File: config.mk
export PLATFORM = sky130hd
export DESIGN_NAME = magnetometer_average_heading_core
export DESIGN_NICKNAME = d
export VERILOG_FILES = /design/src/hdl/mah_pkg.sv /design/src/hdl/mah_ring.sv /design/src/hdl/mah_div.sv /design/src/hdl/mah_cordic.sv /design/src/hdl/magnetometer_average_heading_core.sv
export SDC_FILE = /design/constraint.sdc
export NUM_CORES = 2
export LEC_CHECK = 0
export BUFFER_PORTS_ARGS = -buffer_cell sky130_fd_sc_hd__buf_4
export CORE_MARGIN = 1.5
export CORE_UTILIZATION = 45
export CTS_BUF_LIST = sky130_fd_sc_hd__clkbuf_8
export DETAILED_ROUTE_END_ITERATION = 12
export HOLD_SLACK_MARGIN = 0.15
export PLACE_DENSITY = 0.69
export SLEW_MARGIN = 5
export SYNTH_ARGS = -nofsm -noshare
export SYNTH_HDL_FRONTEND = slang
export SYNTH_HIERARCHICAL = 1
export SYNTH_SLANG_ARGS = --single-unit
File: constraint.sdc
create_clock -name clock -period 16.8 [get_ports clock]
set_clock_uncertainty 0.05 [all_clocks]
set_input_delay 1.68 -clock clock [delete_from_list [all_inputs] [get_ports clock]]
set_output_delay 1.68 -clock clock [all_outputs]
set_load 0.02 [all_outputs]
File: src/hdl/mah_pkg.sv
`timescale 1ns / 1ps
// Shared types, constants and the arctangent table for the magnetometer
// average and heading block. Depends on nothing; every other file imports it.
package mah_pkg;

   // Field widths of a request and a response.
   localparam int SAMPLE_W = 16;
   localparam int HEAD_W   = 9;

   // CORDIC vector width: sample scaled by 256, plus headroom for gain and sign.
   localparam int CX_W = 28;
   // Angle width in degrees, Q16, with room for base angle plus offset.
   localparam int ANG_W = 27;

   localparam int ATAN_LEN   = 24;
   localparam int ATAN_IDX_W = 5;

   localparam logic signed [ANG_W-1:0] DEG180_Q16 = ANG_W'(180 * 65536);
   localparam logic signed [ANG_W-1:0] DEG360_Q16 = ANG_W'(360 * 65536);

   // Headings returned directly for vectors that lie on an axis.
   localparam logic [HEAD_W-1:0] HEAD_90  = HEAD_W'(90);
   localparam logic [HEAD_W-1:0] HEAD_180 = HEAD_W'(180);
   localparam logic [HEAD_W-1:0] HEAD_270 = HEAD_W'(270);
   localparam logic [HEAD_W-1:0] HEAD_360 = HEAD_W'(360);

   // Axis tags that travel with a sum through the divider.
   typedef logic [1:0] axis_type;
   localparam axis_type AXIS_X    = 2'd0;
   localparam axis_type AXIS_Y    = 2'd1;
   localparam axis_type AXIS_Z    = 2'd2;
   localparam axis_type AXIS_NONE = 2'd3;

   // Control that accompanies one operand through the divider pipeline.
   typedef struct packed {
      logic     valid;
      axis_type axis;
   } div_tag_type;

   // atan(2^-i) in degrees, Q16, rounded to nearest.
   function automatic logic [ANG_W-1:0] atan_q16(input logic [ATAN_IDX_W-1:0] idx);
      logic [ANG_W-1:0] val;
      case (idx)
         5'd0:    val = ANG_W'(2949120);
         5'd1:    val = ANG_W'(1740967);
         5'd2:    val = ANG_W'(919879);
         5'd3:    val = ANG_W'(466945);
         5'd4:    val = ANG_W'(234379);
         5'd5:    val = ANG_W'(117304);
         5'd6:    val = ANG_W'(58666);
         5'd7:    val = ANG_W'(29335);
         5'd8:    val = ANG_W'(14668);
         5'd9:    val = ANG_W'(7334);
         5'd10:   val = ANG_W'(3667);
         5'd11:   val = ANG_W'(1833);
         5'd12:   val = ANG_W'(917);
         5'd13:   val = ANG_W'(458);
         5'd14:   val = ANG_W'(229);
         5'd15:   val = ANG_W'(115);
         5'd16:   val = ANG_W'(57);
         5'd17:   val = ANG_W'(29);
         5'd18:   val = ANG_W'(14);
         5'd19:   val = ANG_W'(7);
         5'd20:   val = ANG_W'(4);
         5'd21:   val = ANG_W'(2);
         5'd22:   val = ANG_W'(1);
         default: val = '0;
      endcase
      return val;
   endfunction

endpackage

File: src/hdl/mah_ring.sv
`timescale 1ns / 1ps
// Sample rings for the three axes with their running sums.
// Depends on mah_pkg.
module mah_ring
   import mah_pkg::*;
#(
   parameter int WINDOW = 10,
   parameter int SUM_W  = 20
) (
   input  logic                       clock,
   input  logic                       reset,
   input  logic                       rd_en,
   input  logic                       wr_en,
   input  logic signed [SAMPLE_W-1:0] wr_x,
   input  logic signed [SAMPLE_W-1:0] wr_y,
   input  logic signed [SAMPLE_W-1:0] wr_z,
   output logic signed [SUM_W-1:0]    x_sum,
   output logic signed [SUM_W-1:0]    y_sum,
   output logic signed [SUM_W-1:0]    z_sum
);

   localparam int SLOT_W = (WINDOW > 1) ? $clog2(WINDOW) : 1;
   localparam logic [SLOT_W-1:0] LAST_SLOT = SLOT_W'(WINDOW - 1);

   logic [3*SAMPLE_W-1:0] ring_mem [WINDOW];
   logic [3*SAMPLE_W-1:0] rd_data_ff;
   logic [SLOT_W-1:0]     slot_ff;
   logic                  wrapped_ff;
   logic signed [SUM_W-1:0] x_sum_ff, y_sum_ff, z_sum_ff;
   logic signed [SAMPLE_W-1:0] old_x, old_y, old_z;

   // Entries are written in slot order, so before the first wrap the slot
   // being replaced has never been written and counts as zero.
   assign old_x = wrapped_ff ? rd_data_ff[3*SAMPLE_W-1:2*SAMPLE_W] : '0;
   assign old_y = wrapped_ff ? rd_data_ff[2*SAMPLE_W-1:SAMPLE_W]   : '0;
   assign old_z = wrapped_ff ? rd_data_ff[SAMPLE_W-1:0]            : '0;

   // Ring storage: read the oldest entry on rd_en, then overwrite it on wr_en.
   always_ff @(posedge clock) begin
      if (rd_en) begin
         rd_data_ff <= ring_mem[slot_ff];
      end
      if (wr_en) begin
         ring_mem[slot_ff] <= {wr_x, wr_y, wr_z};
      end
   end

   // Slot pointer, wrap flag and running sums.
   always_ff @(posedge clock) begin
      if (reset) begin
         slot_ff    <= '0;
         wrapped_ff <= 1'b0;
         x_sum_ff   <= '0;
         y_sum_ff   <= '0;
         z_sum_ff   <= '0;
      end else if (wr_en) begin
         x_sum_ff <= x_sum_ff - SUM_W'(old_x) + SUM_W'(wr_x);
         y_sum_ff <= y_sum_ff - SUM_W'(old_y) + SUM_W'(wr_y);
         z_sum_ff <= z_sum_ff - SUM_W'(old_z) + SUM_W'(wr_z);
         if (slot_ff == LAST_SLOT) begin
            slot_ff    <= '0;
            wrapped_ff <= 1'b1;
         end else begin
            slot_ff <= slot_ff + SLOT_W'(1);
         end
      end
   end

   assign x_sum = x_sum_ff;
   assign y_sum = y_sum_ff;
   assign z_sum = z_sum_ff;

endmodule

File: src/hdl/mah_div.sv
`timescale 1ns / 1ps
// Two-stage divider by the window length, truncating toward zero, using a
// reciprocal multiply and one correction step. Depends on mah_pkg.
module mah_div
   import mah_pkg::*;
#(
   parameter int WINDOW = 10,
   parameter int SUM_W  = 20
) (
   input  logic                       clock,
   input  logic                       reset,
   input  div_tag_type                in_tag,
   input  logic signed [SUM_W-1:0]    in_sum,
   output div_tag_type                out_tag,
   output logic signed [SAMPLE_W-1:0] out_avg
);

   // Shift chosen so the reciprocal estimate is short by at most one.
   localparam int K      = SUM_W + 1;
   localparam int PROD_W = 2 * SUM_W + 2;
   localparam logic [K:0]       RECIP = (K + 1)'((64'd1 << K) / 64'(WINDOW));
   localparam logic [SUM_W-1:0] WIN_C = SUM_W'(WINDOW);

   div_tag_type        tag1_ff, tag2_ff;
   logic               neg1_ff;
   logic [SUM_W-1:0]   mag1_ff;
   logic [PROD_W-1:0]  prod1_ff;
   logic [SUM_W-1:0]   mag_in;
   logic [SUM_W-1:0]   quot_est, rem, quot;
   logic [SUM_W-1:0]   signed_quot;
   logic signed [SAMPLE_W-1:0] avg_ff;

   assign mag_in = in_sum[SUM_W-1] ? SUM_W'(-in_sum) : SUM_W'(in_sum);

   // Stage one: magnitude times reciprocal.
   always_ff @(posedge clock) begin
      neg1_ff  <= in_sum[SUM_W-1];
      mag1_ff  <= mag_in;
      prod1_ff <= PROD_W'(mag_in) * PROD_W'(RECIP);
   end

   // Stage two: correct the estimate and restore the sign.
   assign quot_est    = prod1_ff[K +: SUM_W];
   assign rem         = mag1_ff - SUM_W'(quot_est * WIN_C);
   assign quot        = (rem >= WIN_C) ? quot_est + SUM_W'(1) : quot_est;
   assign signed_quot = neg1_ff ? SUM_W'(-quot) : quot;

   always_ff @(posedge clock) begin
      avg_ff <= signed_quot[SAMPLE_W-1:0];
   end

   // Tags follow the operand down the pipeline.
   always_ff @(posedge clock) begin
      if (reset) begin
         tag1_ff <= '{valid: 1'b0, axis: AXIS_NONE};
         tag2_ff <= '{valid: 1'b0, axis: AXIS_NONE};
      end else begin
         tag1_ff <= in_tag;
         tag2_ff <= tag1_ff;
      end
   end

   assign out_tag = tag2_ff;
   assign out_avg = avg_ff;

endmodule

File: src/hdl/mah_cordic.sv
`timescale 1ns / 1ps
// Iterative vectoring CORDIC that turns the X and Y averages into a heading
// in whole degrees, one rotation per cycle. Depends on mah_pkg.
module mah_cordic
   import mah_pkg::*;
#(
   parameter int CORDIC_STEPS = 16
) (
   input  logic                       clock,
   input  logic                       reset,
   input  logic                       start,
   input  logic signed [SAMPLE_W-1:0] ax,
   input  logic signed [SAMPLE_W-1:0] ay,
   output logic                       done,
   output logic [HEAD_W-1:0]          heading
);

   localparam int STEP_W = $clog2(CORDIC_STEPS);
   localparam logic [STEP_W-1:0] LAST_STEP = STEP_W'(CORDIC_STEPS - 1);

   localparam logic [1:0] C_IDLE = 2'd0;
   localparam logic [1:0] C_RUN  = 2'd1;
   localparam logic [1:0] C_FIN  = 2'd2;

   logic [1:0]              cst_ff;
   logic [STEP_W-1:0]       step_ff;
   logic                    done_ff;
   logic [HEAD_W-1:0]       heading_ff;
   logic signed [CX_W-1:0]  x_ff, y_ff;
   logic signed [ANG_W-1:0] z_ff;

   logic                    special;
   logic [HEAD_W-1:0]       spec_head;
   logic signed [CX_W-1:0]  x_sc, y_sc, x_init, y_init;
   logic signed [ANG_W-1:0] z_init;
   logic signed [CX_W-1:0]  xs, ys, x_nxt, y_nxt;
   logic signed [ANG_W-1:0] atan_val, z_nxt, t_sum;
   logic [HEAD_W-1:0]       head_fin;

   // Vectors on an axis, or the null vector, bypass the iterations.
   always_comb begin
      special   = (ax == '0) || (ay == '0);
      spec_head = HEAD_180;
      if (ax == '0 && ay == '0) begin
         spec_head = HEAD_180;
      end else if (ay == '0) begin
         spec_head = ax[SAMPLE_W-1] ? HEAD_360 : HEAD_180;
      end else if (ax == '0) begin
         spec_head = ay[SAMPLE_W-1] ? HEAD_90 : HEAD_270;
      end
   end

   // Scale by 256 and fold the left half plane onto the right one.
   assign x_sc   = {{(CX_W - SAMPLE_W - 8){ax[SAMPLE_W-1]}}, ax, 8'h00};
   assign y_sc   = {{(CX_W - SAMPLE_W - 8){ay[SAMPLE_W-1]}}, ay, 8'h00};
   assign x_init = ax[SAMPLE_W-1] ? -x_sc : x_sc;
   assign y_init = ax[SAMPLE_W-1] ? -y_sc : y_sc;
   assign z_init = ax[SAMPLE_W-1] ? (ay[SAMPLE_W-1] ? -DEG180_Q16 : DEG180_Q16) : '0;

   // One shift-add rotation; direction follows the sign of y.
   assign xs       = x_ff >>> step_ff;
   assign ys       = y_ff >>> step_ff;
   assign atan_val = atan_q16(ATAN_IDX_W'(step_ff));
   always_comb begin
      if (y_ff > 0) begin
         x_nxt = x_ff + ys;
         y_nxt = y_ff - xs;
         z_nxt = z_ff + atan_val;
      end else begin
         x_nxt = x_ff - ys;
         y_nxt = y_ff + xs;
         z_nxt = z_ff - atan_val;
      end
   end

   // Offset by 180 degrees, clamp to the full circle and drop the fraction.
   assign t_sum = z_ff + DEG180_Q16;
   always_comb begin
      if (t_sum < 0) begin
         head_fin = '0;
      end else if (t_sum > DEG360_Q16) begin
         head_fin = HEAD_360;
      end else begin
         head_fin = t_sum[16 +: HEAD_W];
      end
   end

   // Sequencer.
   always_ff @(posedge clock) begin
      if (reset) begin
         cst_ff  <= C_IDLE;
         step_ff <= '0;
         done_ff <= 1'b0;
      end else begin
         done_ff <= 1'b0;
         unique case (cst_ff)
            C_IDLE: begin
               if (start) begin
                  step_ff <= '0;
                  if (special) begin
                     done_ff <= 1'b1;
                  end else begin
                     cst_ff <= C_RUN;
                  end
               end
            end
            C_RUN: begin
               step_ff <= step_ff + STEP_W'(1);
               if (step_ff == LAST_STEP) begin
                  cst_ff <= C_FIN;
               end
            end
            C_FIN: begin
               cst_ff  <= C_IDLE;
               done_ff <= 1'b1;
            end
            default: cst_ff <= C_IDLE;
         endcase
      end
   end

   // Vector, angle and result registers.
   always_ff @(posedge clock) begin
      if (cst_ff == C_IDLE && start) begin
         x_ff <= x_init;
         y_ff <= y_init;
         z_ff <= z_init;
         if (special) begin
            heading_ff <= spec_head;
         end
      end else if (cst_ff == C_RUN) begin
         x_ff <= x_nxt;
         y_ff <= y_nxt;
         z_ff <= z_nxt;
      end else if (cst_ff == C_FIN) begin
         heading_ff <= head_fin;
      end
   end

   assign done    = done_ff;
   assign heading = heading_ff;

endmodule

File: src/hdl/magnetometer_average_heading_core.sv
`timescale 1ns / 1ps
// Magnetometer window average and compass heading, top level.
// A request passes through the ring update, the divider (X, Y, then Z) and the CORDIC
// rotations before its response is valid; a null vector or one on an axis skips the
// rotations. A new request is taken only once the previous response is in the output
// register, where it waits. Synchronous active-high reset empties the rings and sums.
// Depends on mah_pkg, mah_ring, mah_div and mah_cordic.
module magnetometer_average_heading_core
   import mah_pkg::*;
#(
   parameter int WINDOW       = 10,
   parameter int CORDIC_STEPS = 16
) (
   input  logic                       clock,
   input  logic                       reset,
   input  logic                       req_valid,
   output logic                       req_ready,
   input  logic signed [SAMPLE_W-1:0] req_x_sample,
   input  logic signed [SAMPLE_W-1:0] req_y_sample,
   input  logic signed [SAMPLE_W-1:0] req_z_sample,
   output logic                       rsp_valid,
   input  logic                       rsp_ready,
   output logic signed [SAMPLE_W-1:0] rsp_avg_x,
   output logic signed [SAMPLE_W-1:0] rsp_avg_y,
   output logic signed [SAMPLE_W-1:0] rsp_avg_z,
   output logic [HEAD_W-1:0]          rsp_heading_deg
);

   localparam int SUM_W = SAMPLE_W + $clog2(WINDOW);

   localparam logic [2:0] S_IDLE = 3'd0;
   localparam logic [2:0] S_SUM  = 3'd1;
   localparam logic [2:0] S_DIV  = 3'd2;
   localparam logic [2:0] S_HEAD = 3'd3;
   localparam logic [2:0] S_OUT  = 3'd4;

   logic [2:0] state_ff, state_in;
   logic       req_fire;
   logic       rsp_load;

   logic signed [SAMPLE_W-1:0] smp_x_ff, smp_y_ff, smp_z_ff;
   logic signed [SUM_W-1:0]    x_sum, y_sum, z_sum;
   axis_type                   feed_ff;
   div_tag_type                div_in, div_out;
   logic signed [SUM_W-1:0]    div_sum;
   logic signed [SAMPLE_W-1:0] div_avg;
   logic signed [SAMPLE_W-1:0] avg_x_ff, avg_y_ff, avg_z_ff;
   logic                       cordic_start, cordic_done;
   logic [HEAD_W-1:0]          cordic_heading;

   logic                       rsp_valid_ff;
   logic signed [SAMPLE_W-1:0] rsp_x_ff, rsp_y_ff, rsp_z_ff;
   logic [HEAD_W-1:0]          rsp_head_ff;

   assign req_ready = (state_ff == S_IDLE);
   assign req_fire  = req_valid && req_ready;
   assign rsp_load  = (state_ff == S_OUT) && (!rsp_valid_ff || rsp_ready);

   // Hold the accepted request while the ring is updated.
   always_ff @(posedge clock) begin
      if (req_fire) begin
         smp_x_ff <= req_x_sample;
         smp_y_ff <= req_y_sample;
         smp_z_ff <= req_z_sample;
      end
   end

   mah_ring #(
      .WINDOW (WINDOW),
      .SUM_W  (SUM_W)
   ) u_ring (
      .clock (clock),
      .reset (reset),
      .rd_en (req_fire),
      .wr_en (state_ff == S_SUM),
      .wr_x  (smp_x_ff),
      .wr_y  (smp_y_ff),
      .wr_z  (smp_z_ff),
      .x_sum (x_sum),
      .y_sum (y_sum),
      .z_sum (z_sum)
   );

   // Feed the three sums into the divider one per cycle.
   always_ff @(posedge clock) begin
      if (reset) begin
         feed_ff <= AXIS_NONE;
      end else if (state_ff == S_SUM) begin
         feed_ff <= AXIS_X;
      end else if (state_ff == S_DIV && feed_ff != AXIS_NONE) begin
         feed_ff <= feed_ff + 2'd1;
      end
   end

   always_comb begin
      case (feed_ff)
         AXIS_X:  div_sum = x_sum;
         AXIS_Y:  div_sum = y_sum;
         default: div_sum = z_sum;
      endcase
   end

   assign div_in.valid = (state_ff == S_DIV) && (feed_ff != AXIS_NONE);
   assign div_in.axis  = feed_ff;

   mah_div #(
      .WINDOW (WINDOW),
      .SUM_W  (SUM_W)
   ) u_div (
      .clock   (clock),
      .reset   (reset),
      .in_tag  (div_in),
      .in_sum  (div_sum),
      .out_tag (div_out),
      .out_avg (div_avg)
   );

   // Collect the averages by axis tag.
   always_ff @(posedge clock) begin
      if (div_out.valid) begin
         case (div_out.axis)
            AXIS_X:  avg_x_ff <= div_avg;
            AXIS_Y:  avg_y_ff <= div_avg;
            AXIS_Z:  avg_z_ff <= div_avg;
            default: ;
         endcase
      end
   end

   // The Z average arrives last, so X and Y are ready for the heading.
   assign cordic_start = div_out.valid && (div_out.axis == AXIS_Z);

   mah_cordic #(
      .CORDIC_STEPS (CORDIC_STEPS)
   ) u_cordic (
      .clock   (clock),
      .reset   (reset),
      .start   (cordic_start),
      .ax      (avg_x_ff),
      .ay      (avg_y_ff),
      .done    (cordic_done),
      .heading (cordic_heading)
   );

   // Request sequencer.
   always_comb begin
      state_in = state_ff;
      unique case (state_ff)
         S_IDLE:  if (req_fire) state_in = S_SUM;
         S_SUM:   state_in = S_DIV;
         S_DIV:   if (cordic_start) state_in = S_HEAD;
         S_HEAD:  if (cordic_done) state_in = S_OUT;
         S_OUT:   if (rsp_load) state_in = S_IDLE;
         default: state_in = S_IDLE;
      endcase
   end

   always_ff @(posedge clock) begin
      if (reset) begin
         state_ff <= S_IDLE;
      end else begin
         state_ff <= state_in;
      end
   end

   // Response register; it holds until the consumer takes it.
   always_ff @(posedge clock) begin
      if (reset) begin
         rsp_valid_ff <= 1'b0;
      end else if (rsp_load) begin
         rsp_valid_ff <= 1'b1;
      end else if (rsp_ready) begin
         rsp_valid_ff <= 1'b0;
      end
   end

   always_ff @(posedge clock) begin
      if (rsp_load) begin
         rsp_x_ff    <= avg_x_ff;
         rsp_y_ff    <= avg_y_ff;
         rsp_z_ff    <= avg_z_ff;
         rsp_head_ff <= cordic_heading;
      end
   end

   assign rsp_valid       = rsp_valid_ff;
   assign rsp_avg_x       = rsp_x_ff;
   assign rsp_avg_y       = rsp_y_ff;
   assign rsp_avg_z       = rsp_z_ff;
   assign rsp_heading_deg = rsp_head_ff;

endmodule

# == After elaboration in Yosys (flattened, before gate mapping) ==
# Memory sizes are Yosys's and may differ from the RTL's. A register that Yosys moved wholly into a read port is not among the register bits.
# Index checks and enable logic that the tools add are counted.
# op_classes
eq_ne,21
shifts,2
n_reduce_logical,28
order_cmp,4
n_mux,54
n_addsub,22
multipliers,2
# op_table
operator,count
two-way mux 28 bit,8
two-way mux 27 bit,5
two-way mux 9 bit,11
two-way mux 16 bit,5
adder 20 x 16 -> 20 bit,3
subtractor 20 x 16 -> 20 bit,3
adder 28 bit,2
negation 24 -> 28 bit,2
>>> shifter 28 x 4 -> 28 bit,2
subtractor 28 bit,2
case mux 20 bit (2 select lines),1
"multiplier 20 x 18 -> 38 bit, second input constant",1
logical NOT 16 bit,2
"greater-than comparator 28 x 1 -> 1 bit, second input constant",1
"adder 27 x 25 -> 27 bit, second input constant",1
adder 27 bit,1
"greater-than comparator 27 x 26 -> 1 bit, second input constant",1
"less-than comparator 27 x 1 -> 1 bit, second input constant",1
subtractor 27 bit,1
">= comparator 20 x 4 -> 1 bit, second input constant",1
two-way mux 20 bit,1
negation 20 bit,1
subtractor 20 bit,1
"multiplier 17 x 3 -> 19 bit, second input constant",1
29 further kinds,75
# totals
elab_cells,168
rom_bits,352
out_inout_bits,59
regBits,404
mem_count,2
input_bits,52
ramBits,480
# memory_table
memory,depth,word_bits,read_ports,rd_ports_with_merged_regs,wr,line_no,source
u_ring.ring_mem,10,48,1,1,1,mah_ring.sv:25,logic [3*SAMPLE_W-1:0] ring_mem [WINDOW];
(name not given),16,22,1,1,0,mah_pkg.sv:43,case (idx)

# == Logic depth before layout (Yosys ltp) ==
# logic_depth
ltp_word,7
mapped_depth,34
depth_no_buf,33

# == Cells and area by module ==
# Netlist, hierarchy kept.
# modules_own_cells
mod,cells_per_inst,seq_area_each_um2,area_each_um2,instances
mah_ring,1855,17156.5,27153.5,1
mah_cordic,1724,3343.2,14528.9,1
mah_div,1102,1181.1,10242.3,1
magnetometer_average_heading_core,259,4714.5,5293.8,1

# == Worst setup path before layout ==
# No wires, ideal clock.
# synth_path
path_type,register -> register
from,register feed_ff[0]
to,register u_div.prod1_ff[37]
setup_time_ps,121
slack_ps,9301
path_stages_with_launch,29
path_buffers,1
arrival_time_ps,7328
t_required_ps,16629
synth_period_minus_slack_ps,7499
cell_sequence,dfxtp_1 inv_1 ha_1 clkbuf_1 a22oi_1 nand2_1 nor4_1 nand3_1 or3_1 or3_1 or4b_2 inv_1 ha_1 ha_1 fa_1 fa_1 inv_1 fa_1 fa_1 inv_1 ha_1 a21oi_1 nand2_1 o311ai_0 nand2_1 a41o_1 nor4_1 nor3_1 xnor2_1
# synth_between
elab_chain_len,5
# synth_lines
item,line_no,source
from (decl),magnetometer_average_heading_core.sv:43,axis_type feed_ff;
from (signal assigned),magnetometer_average_heading_core.sv:91,feed_ff <= feed_ff + 2'd1;
== test 2 x 1 -> 1 bit or logical NOT 2 bit (tied branches),magnetometer_average_heading_core.sv:96,case (feed_ff)
case mux 20 bit (2 select lines) *,magnetometer_average_heading_core.sv:96,
named net div_sum[2],magnetometer_average_heading_core.sv:45,logic signed [SUM_W-1:0] div_sum;
negation 20 bit *,mah_div.sv:33,assign mag_in = in_sum[SUM_W-1] ? SUM_W'(-in_sum) : SUM_W'(in_sum);
two-way mux 20 bit *,mah_div.sv:33,
named net u_div.mag_in[19],mah_div.sv:28,logic [SUM_W-1:0] mag_in;
multiplier 20 x 18 -> 38 bit *,mah_div.sv:39,prod1_ff <= PROD_W'(mag_in) * PROD_W'(RECIP);
to (signal assigned),mah_div.sv:39,
to (decl),mah_div.sv:27,logic [PROD_W-1:0] prod1_ff;
# The timed path passes the listed nets; every way through them passes the cells marked *.
# A chain may end at the register's enable or synchronous reset.

# == Worst setup path after layout ==
# Ends and elaborated chain as after synthesis.

==> impl_metrics.csv <==
group,metric,value,unit
outcome,status,"finished clean",
clocking,cts_root_buf,"clkbuf_8",
route,viasPerCell,5.70,
worst_setup_path,max_stage_delay,0.64,ns
worst_setup_path,rr_worst_depth,33,
clocking,cts_setup_buffers,0,
yosys,syn_inst,4940,
pwr,netSwitchingFraction,41.4,%
sta,post-route-period-util,53.0,%
worst_setup_path,crit_path_start_kind,"register",
yosys,syn_nets,5544,
clocking,cts_resized,0,
pwr,power_frac_seq,28.5,%
sta,worst_pin_slew,1.23,ns
worst_setup_path,cp.required,17.47,ns
worst_setup_path,cp.arrival,9.58,ns
clocking,clock_latency,0.91,ns
floorplanning,ios,111,
route,wl,143,mm
finish,multi_input_area,28000,µm²
grt,grt_max_degree,97,
floorplanning,dieArea,129000,µm²
sta,rsz0062_at_grt,"no",
worst_setup_path,cp.depth,33,
yosys,synth_warnings,6,
pwr,ir_worst_vdd,0.241,mV
floorplanning,rows,130,
route,vias,38900,
clocking,clk_pin_slew,0.06,ns
flow_run,drv_cap,0,
pwr,power_leakage,0.0243,µW
sta,finalSetupViolations,0,
finish,fin_util,49.7,%
worst_setup_path,path_max_fanout,21,
finish,fillers,11200,
sta,tns,0,ns
worst_setup_path,crit_top_cell,"inv_1",
yosys,synth_edf_count,773,
pwr,combinationalPowerShare,52.2,%
finish,area_growth,9.46,%
min_path,worstHoldPathCells,0,
yosys,ys_types,127,
placement,hpwl,99.9,mm
grt,grt_pass1_vias,38700,
placement,preCtsSetupSlack,7.94,ns
sta,worst_hold_slack,0.333,ns
yosys,synthAdderAreaFrac,14.5,%
sta,slew_headroom,15.8,%
finish,drive_gt1_share,11.8,%
sta,max_freq,112,MHz
finish,seqCellArea,26400,µm²
yosys,synth.cell_area,57200,µm²
floorplanning,coreArea,126000,µm²
min_path,min_path_type,"register to register",
yosys,muxShareOfSynthArea,8.24,%
yosys,ys_ff_latch,932,
placement,globalplace.congestion,0.944,
clocking,cts-buffers-inserted,155,
floorplanning,fp.dieH,360,µm
pwr,power_density,161,nW/µm²
pwr,p_int,5920,µW
yosys,async_flop_share,0,%
yosys,synth_compound_area_share,11.9,%
grt,grt_remaining_overflow,0,
route,wl_per_cell,20.9,µm
sta,fin_crit,8.91,ns
worst_setup_path,end_kind,"register",
floorplanning,fp.dieW,360,µm
route,drc,0,
route,dr.first_iter.drc_count,2908,
grt,grt_pass1_wl,223,mm
clocking,tritoncts,"yes",
worst_setup_path,cp_num_buf_inv,6,
sta,hold_violations,0,
clocking,hold_buffers,0,
route,detail-route-antenna-nets,0,
grt,antenna_found_initial,4,
yosys,synth-main-ff-cell,"edfxtp_1",
clocking,h-tree-depth,4,
grt,grt.total_usage,22.0,%
clocking,clockBufferDepth,3,
worst_setup_path,critical_path.top_delay_family,"adder cells",
worst_setup_path,cp_slowest_cell,"ha_1",
yosys,synth_xor_area_share,4.30,%
yosys,synth_top_family_by_area,"adder cells",
sta,worst_slack,7.89,ns
clocking,cts_sinks,932,
yosys,ys_seq_area_share,46.1,%
pwr,power.switching,4190,µW
yosys,postSynthAreaPerCell,11.6,µm²
floorplanning,start_util,45.4,%
finish,final_nets,5665,
sta,maxSlewViolCount,0,
placement,portBuffers,110,
route,firstDrtPassIters,6,
worst_setup_path,criticalPathCategory,"register to register",
pwr,pwr-share-clk,19.3,%
yosys,yosys.area_share.simple,9.76,%
[power by group through the flow]
stage,combinational (µW),sequential [µW],clock [µW]
floorplan,4120,2810,0
global placement,5220,2920,0
detailed placement,5270,2930,0
CTS,5330,2880,2010
global route,6090,2890,2110
finish,5280,2880,1950
[metal layers]
| layer | global-route usage, % | part of all wire, % | vias up |
|---|---|---|---|
| met4 | 9.11 | 3.9 | 0 |
| met2 | 36.1 | 47 | 1245 |
| li1 | - | - | 18300 |
| met1 | 29.2 | 43 | 19100 |
| met5 | 0 | 0 | - |
| met3 | 3.17 | 5.5 | 286 |
[stage by stage]
stage                     power [µW]  std cells  area (µm²)
after detailed placement        8190       6554       59700
after floorplan                 6930       4940       57200
after global placement          8140       6554       59700
final                          10100       6828       62600
after global routing           11100       6828       62600
after CTS                      10200       6827       62600
[cells in the mapped netlist, types with 19 or more instances]
cell / instances / area [µm²]
o21a_1: 34 / 255
a21oi_1: 309 / 1550
o22ai_1: 23 / 144
xor2_1: 110 / 963
or3_1: 32 / 200
dfxtp_1: 159 / 3180
nor2b_1: 26 / 163
mux2i_1: 127 / 1270
nor3_1: 67 / 335
o21bai_1: 26 / 195
mux2_2: 26 / 293
a211oi_1: 83 / 623
nor4_1: 31 / 194
inv_1: 543 / 2040
nand2_1: 331 / 1240
edfxtp_1: 773 / 23200
xnor2_1: 163 / 1430
nand4_1: 25 / 156
clkbuf_1: 122 / 458
nor2_1: 256 / 961
nand2b_1: 45 / 282
a31oi_1: 28 / 175
mux4_2: 125 / 2820
o31ai_1: 28 / 210
o211ai_1: 19 / 143
nand3_1: 57 / 285
and2_1: 115 / 719
a21o_1: 65 / 488
a22oi_1: 27 / 203
and3_1: 21 / 131
ha_1: 364 / 4550
fa_1: 188 / 3760
buf_2: 38 / 190
o21ai_0: 215 / 1080
[path summary, 6_finish.rpt]
path               startpoint                  to  slack (ns)
setup / recovery   feed_ff[0]  u_div/prod1_ff[37]        7.89
hold / removal    avg_z_ff[9]        rsp_avg_z[9]        0.33
setup reg to reg   feed_ff[0]  u_div/prod1_ff[37]        7.89
hold reg to reg   avg_z_ff[9]        rsp_avg_z[9]        0.33
[sequential cells by signal, summed over array words and instances (netlist names), 17 cells and up]
name	flops
u_ring/x_sum	20
u_div/mag1_ff	19
u_cordic/atan_val	22
u_ring/y_sum	20
u_cordic/x_ff	28
u_ring/z_sum	20
u_div/prod1_ff	17
u_cordic/y_ff	28
u_cordic/z_ff	27
u_ring/rd_data_ff	48
u_ring/ring_mem	480
[layout by cell type, fill, tap and decap left out, types with 151 or more instances in the layout]
cell type | Yosys | routed
a21oi_1 | 309 | 309
buf_4 | 0 | 153
clkbuf_8 | 0 | 161
dfxtp_1 | 159 | 151
edfxtp_1 | 773 | 773
fa_1 | 188 | 188
ha_1 | 364 | 364
inv_1 | 543 | 581
nand2_1 | 331 | 330
nor2_1 | 256 | 246
o21ai_0 | 215 | 214
xnor2_1 | 163 | 163
[cell type report]
cell class	count	share of cell area, %
Multi-Input combinational cell	3274	44.7
Sequential cell	932	42.2
Clock buffer	161	3.54
Tap cell	1650	3.30
Inverter	544	3.26
Timing Repair Buffer	154	1.87
Clock inverter	112	1.19
Antenna cell	1	0.00400
[worst reg2reg max path, delay by kind of cell (launching register included)]
| kind | cells | cell delay (ns) |
|---|---|---|
| AO/OA/AOI/OAI | 9 | 2.37 |
| XOR/XNOR | 2 | 0.40 |
| adder cells (fa/ha/maj) | 7 | 3.40 |
| buffers and inverters | 6 | 0.62 |
| flip-flops | 1 | 0.34 |
| AND/OR/NAND/NOR | 9 | 1.57 |
[logic make-up (layout without fill, tap and decap cells)]
group / count (synthesis) / after routing
other cells: 0 / 1
flops: 932 / 932
compound gates: 1038 / 1038
xor+xnor: 277 / 277
mux: 294 / 294
simple gates: 1113 / 1113
buf+inv: 734 / 971
fa+ha+maj: 552 / 552
Note: power is estimated with default switching activity, not from simulation.
